### src/hw/rtl/ahr_pkg.sv
// ----------------------------------------------------------------------------
// ahr_pkg
// Shared constants, codes and controller/datapath interface types for the
// audio history ring with replay.
// ----------------------------------------------------------------------------
package ahr_pkg;

  localparam int HISTORY_BYTES = 65536;
  localparam int HIST_AW       = $clog2(HISTORY_BYTES);
  localparam int FILL_W        = HIST_AW + 1;
  localparam int MAX_CLIENTS   = 4;
  localparam int CID_W         = (MAX_CLIENTS > 1) ? $clog2(MAX_CLIENTS) : 1;
  localparam int CCOUNT_W      = $clog2(MAX_CLIENTS + 1);

  // field widths
  localparam int OP_W     = 2;
  localparam int BYTE_W   = 8;
  localparam int ID_W     = 4;
  localparam int MS_W     = 12;
  localparam int CH_W     = 4;
  localparam int RATE_W   = 6;
  localparam int SB_W     = 3;
  localparam int KIND_W   = 2;
  localparam int STATUS_W = 3;
  localparam int P1_W     = MS_W + CH_W;
  localparam int P2_W     = P1_W + RATE_W;
  localparam int DEPTH_W  = P2_W + SB_W;

  localparam int S_TDATA_W = 32;
  localparam int M_TDATA_W = 16;
  localparam int CFG_IDX_W = 2;
  localparam int CFG_W     = 6;

  // operations
  localparam logic [OP_W-1:0] OP_STREAM   = 2'd0;
  localparam logic [OP_W-1:0] OP_REGISTER = 2'd1;
  localparam logic [OP_W-1:0] OP_DRAIN    = 2'd2;
  localparam logic [OP_W-1:0] OP_TICK     = 2'd3;

  // result kinds
  localparam logic [KIND_W-1:0] KIND_PASS   = 2'd0;
  localparam logic [KIND_W-1:0] KIND_REPLAY = 2'd1;
  localparam logic [KIND_W-1:0] KIND_STATUS = 2'd2;

  // status codes
  localparam logic [STATUS_W-1:0] ST_OK           = 3'd0;
  localparam logic [STATUS_W-1:0] ST_BAD_ID       = 3'd1;
  localparam logic [STATUS_W-1:0] ST_DUPLICATE    = 3'd2;
  localparam logic [STATUS_W-1:0] ST_SINK_BUSY    = 3'd3;
  localparam logic [STATUS_W-1:0] ST_SHORT        = 3'd4;
  localparam logic [STATUS_W-1:0] ST_NOT_DRAINING = 3'd5;

  // modes
  localparam logic [1:0] MODE_BUFFERING = 2'd0;
  localparam logic [1:0] MODE_DRAINING  = 2'd1;
  localparam logic [1:0] MODE_ON_DEMAND = 2'd2;

  // configuration register indexes
  localparam logic [CFG_IDX_W-1:0] CFG_NUM_CHANNELS = 2'd0;
  localparam logic [CFG_IDX_W-1:0] CFG_SAMPLE_RATE  = 2'd1;
  localparam logic [CFG_IDX_W-1:0] CFG_SAMPLE_BYTES = 2'd2;

  typedef struct packed {
    logic load;    // capture the input transfer
    logic mul1;    // ms * channels
    logic mul2;    // * rate
    logic mul3;    // * sample bytes
    logic rd_en;   // read ring at replay position
    logic commit;  // update state and load the output register
  } cmd_t;

  typedef struct packed {
    logic out_free;
  } status_t;

endpackage

### src/hw/rtl/ahr_ctrl.sv
// ----------------------------------------------------------------------------
// ahr_ctrl
// Sequencer: takes one item, steps the depth multiply or the ring read when
// the operation needs one, then commits once the output register is free.
// ----------------------------------------------------------------------------
module ahr_ctrl (
  input  logic                     clk,
  input  logic                     rst,
  input  logic                     in_valid,
  input  logic [ahr_pkg::OP_W-1:0] in_op,
  output logic                     in_ready,
  input  ahr_pkg::status_t         status,
  output ahr_pkg::cmd_t            cmd
);

  localparam logic [2:0] S_IDLE = 3'd0;
  localparam logic [2:0] S_MUL1 = 3'd1;
  localparam logic [2:0] S_MUL2 = 3'd2;
  localparam logic [2:0] S_MUL3 = 3'd3;
  localparam logic [2:0] S_READ = 3'd4;
  localparam logic [2:0] S_FIN  = 3'd5;

  logic [2:0] state;
  logic [2:0] state_next;

  always_comb begin
    state_next = state;
    cmd        = '0;
    in_ready   = 1'b0;
    case (state)
      S_IDLE: begin
        in_ready = 1'b1;
        if (in_valid) begin
          cmd.load = 1'b1;
          case (in_op)
            ahr_pkg::OP_DRAIN: state_next = S_MUL1;
            ahr_pkg::OP_TICK:  state_next = S_READ;
            default:           state_next = S_FIN;
          endcase
        end
      end
      S_MUL1: begin
        cmd.mul1   = 1'b1;
        state_next = S_MUL2;
      end
      S_MUL2: begin
        cmd.mul2   = 1'b1;
        state_next = S_MUL3;
      end
      S_MUL3: begin
        cmd.mul3   = 1'b1;
        state_next = S_FIN;
      end
      S_READ: begin
        cmd.rd_en  = 1'b1;
        state_next = S_FIN;
      end
      S_FIN: begin
        if (status.out_free) begin
          cmd.commit = 1'b1;
          state_next = S_IDLE;
        end
      end
      default: state_next = S_IDLE;
    endcase
  end

  always_ff @(posedge clk) begin
    if (rst) begin
      state <= S_IDLE;
    end else begin
      state <= state_next;
    end
  end

endmodule

### config.mk
export PLATFORM = sky130hd
export DESIGN_NAME = ahr_ctrl
export DESIGN_NICKNAME = d
export VERILOG_FILES = /design/src/hw/rtl/ahr_pkg.sv /design/src/hw/rtl/ahr_ctrl.sv
export SDC_FILE = /design/constraint.sdc
export NUM_CORES = 1
export LEC_CHECK = 0
export CORE_AREA = 4 4 41 43
export DETAILED_ROUTE_END_ITERATION = 8
export DIE_AREA = 0 0 45 47
export DONT_BUFFER_PORTS = 1
export GPL_TIMING_DRIVEN = 0
export PLACE_DENSITY = 0.33
export SETUP_SLACK_MARGIN = 0.02
export SLEW_MARGIN = 40
export SYNTH_ARGS = -nofsm -noshare
export SYNTH_HDL_FRONTEND = slang
export SYNTH_SLANG_ARGS = --single-unit
### constraint.sdc
create_clock -name clk -period 2.48 [get_ports clk]
set_clock_uncertainty 0.15 [all_clocks]
set_input_delay 0.496 -clock clk [delete_from_list [all_inputs] [get_ports clk]]
set_output_delay 0.496 -clock clk [all_outputs]
set_load 0.005 [all_outputs]
==> impl_metrics.json <==
{
  "status": "finished, final reports clean",
  "cts_buffers": 3,
  "largest_register_ff_count": 3,
  "path_class": "register to output port",
  "die_h_um": 47,
  "gr-total-overflow": 0,
  "antenna_found_initial": 0,
  "crit_buf_inv": 1,
  "power_leakage_nw": 0.1050,
  "holdPathStages": 1,
  "reg2reg_slack_ns": 1.27,
  "cts_setup_buffers": 0,
  "power.switching_mw": 0.06954,
  "path_cells": "clkbuf_2, nor3_1, and2_1",
  "drive_above_1_share_pct": 34.48,
  "rr_endpoint": "state[2]",
  "worstReg2RegStart": "state[1]",
  "drt-initial-drc-count": 2,
  "clock_latency_ns": 0.23,
  "n_fill_cell": 158,
  "setup_violations": 0,
  "fin_area_um2": 261.5,
  "multi_input_area_um2": 140.1,
  "cts.sinks": 3,
  "netlist_area_um2": 216.5,
  "yosys.cell_types.count": 17,
  "max_freq_ghz": 0.5492,
  "path_depth": 3,
  "layout_commonest_cell": "nor2_1",
  "worst_slew_pin_slew_ns": 0.3258,
  "relSlewSlack_pct": 78.23,
  "antennaDiodeCount": 0,
  "start_kind": "register",
  "fin_crit_sh_pct": 73.42,
  "hp-class": "input port to register",
  "rsz0062_at_grt": "no",
  "top_register": "state",
  "pwr-share-comb_pct": 31.2,
  "grt_max_degree": 11,
  "synthCells": 25,
  "syn_avg_cell_area_um2": 8.658,
  "worst_ep_arrival_time_ns": 1.17,
  "num_rows": 13,
  "dr.pass1.iters": 2,
  "io_pins": 13,
  "cts_resized": 0,
  "drv_slew": 0,
  "max_cap_viol_count": 0,
  "setup_ws_ns": 0.6592,
  "power_frac_seq_pct": 30.1,
  "powerDensity_mw_per_mm2": 843.0,
  "htreeDepth": 1,
  "swShare_pct": 31.54,
  "seqCellArea_um2": 60.06,
  "fin_nets": 36,
  "max_stage_delay_ns": 0.30,
  "end_kind": "output port",
  "clkSlewWorstSetupHoldPaths_ns": 0.04,
  "die_area_mm2": 0.002115,
  "cp-startpoint": "state[1]",
  "cts_buffer_depth": 2,
  "path_delay_family": "simple AND/OR/NAND/NOR gates",
  "gp_congestion": 0.6868,
  "initial_core_util_pct": 16.63,
  "drc": 0,
  "via_per_inst": 4.295,
  "postPlaceCellArea_um2": 235.2,
  "grt_pass1_wl_um": 821,
  "worstPathMaxFanout": 9,
  "critPathRequiredTime_ns": 1.83,
  "tritoncts": "done",
  "synth-seq-area-share_pct": 27.75,
  "reg2regPathDepth": 4,
  "hold_viol_final": 0,
  "irDropWorstVdd_mv": 0.2593,
  "hpwl_um": 418.4,
  "core_mm2": 0.001301,
  "total_power_mw": 0.2204,
  "pre_cts_slack_ns": 0.8825,
  "synthToLayoutAreaGrowth_pct": 20.81,
  "internal_power_mw": 0.1509,
  "mostFrequentLayoutCells": "nor2_1, nor3b_1, clkbuf_4, dfxtp_1",
  "grt_pass1_vias": 185,
  "top_regs": "state: 3 flops",
  "wl_per_cell_um": 12.02,
  "grt_use_total_pct": 5.915,
  "post-route-min-period_ns": 1.821,
  "ctsHoldBuffers": 0,
  "p_clk_share_pct": 38.7,
  "port_buffers": 0,
  "whs_endpoint": "state[2]",
  "vias": 189,
  "ant_nets": 0,
  "synth_nets": 31,
  "cts-root-buf": "clkbuf_4",
  "die_x_um": 45,
  "cp_slowest_cell": "nor3_1",
  "finalSetupTns_ns": 0,
  "drt-total-wl_um": 529,
  "ys_warn_count": 0,
  "hold_start": "rst",
  "synth-seq-cells": 3,
  "final_util_pct": 20.10
}
-- power groups by stage --
stage | clock network [mW] | logic, mW | registers [mW]
2_1_floorplan | 0 | 0.0598 | 0.0643
3_3_place_gp | 0 | 0.0700 | 0.0661
3_5_place_dp | 0 | 0.0699 | 0.0674
4_1_cts | 0.0902 | 0.0701 | 0.0664
5_1_grt | 0.0965 | 0.0764 | 0.0674
6_report | 0.0854 | 0.0687 | 0.0664
-- stage by stage --
stage | cells | hold slack (ns)
2_1_floorplan | 25 | 0.4055
3_3_place_gp | 40 | 0.4135
3_5_place_dp | 40 | 0.4146
4_1_cts | 44 | 0.1652
5_1_grt | 44 | 0.1567
6_report | 44 | 0.1751
-- routing by layer --
layer	wire [um]	part of all wire, %	global-route usage (%)	up-vias
met5	0	0	0	-
met4	0	0	5.263	0
met3	86	16	6.897	0
met2	223	42	6.497	9
met1	220	42	5.656	83
li1	-	-	-	97
-- logic make-up after synthesis --
logic type,count (synthesis),share of synthesized area (%)
compound gates,5,20.81
flops,3,27.75
simple gates,15,43.93
buf+inv,2,7.512
-- worst max-delay path by stage --
| stage | end | slack, ns |
|---|---|---|
| floorplan | cmd[5] | 1.00 |
| global placement | cmd[5] | 0.89 |
| detailed placement | cmd[5] | 0.88 |
| CTS | cmd[5] | 0.63 |
| global route | cmd[5] | 0.57 |
| finish | cmd[5] | 0.66 |
-- area by class of cell --
| class | instances | area share (%) |
|---|---|---|
| flip-flops and latches | 3 | 22.97 |
| clock buffers | 4 | 10.05 |
| plain buffers | 2 | 6.220 |
| multi-input cells | 20 | 53.59 |
| well taps | 15 | 7.177 |
-- synthesized netlist by cell type (all sizes together) --
cell type | n | share of area (%)
nor2 | 6 | 12
a211o | 1 | 4.0
nor2b | 1 | 2.9
a221oi | 1 | 4.0
nor3b | 3 | 10
o21bai | 1 | 3.5
dfxtp | 3 | 28
and3b | 1 | 4.6
and2b | 1 | 4.0
buf | 1 | 5.2
and4b | 1 | 5.2
a21boi | 1 | 3.5
nor3 | 1 | 2.3
clkbuf | 1 | 2.3
a211oi | 1 | 5.8
and2 | 1 | 2.9
Note: power is estimated with default switching activity, not from simulation.
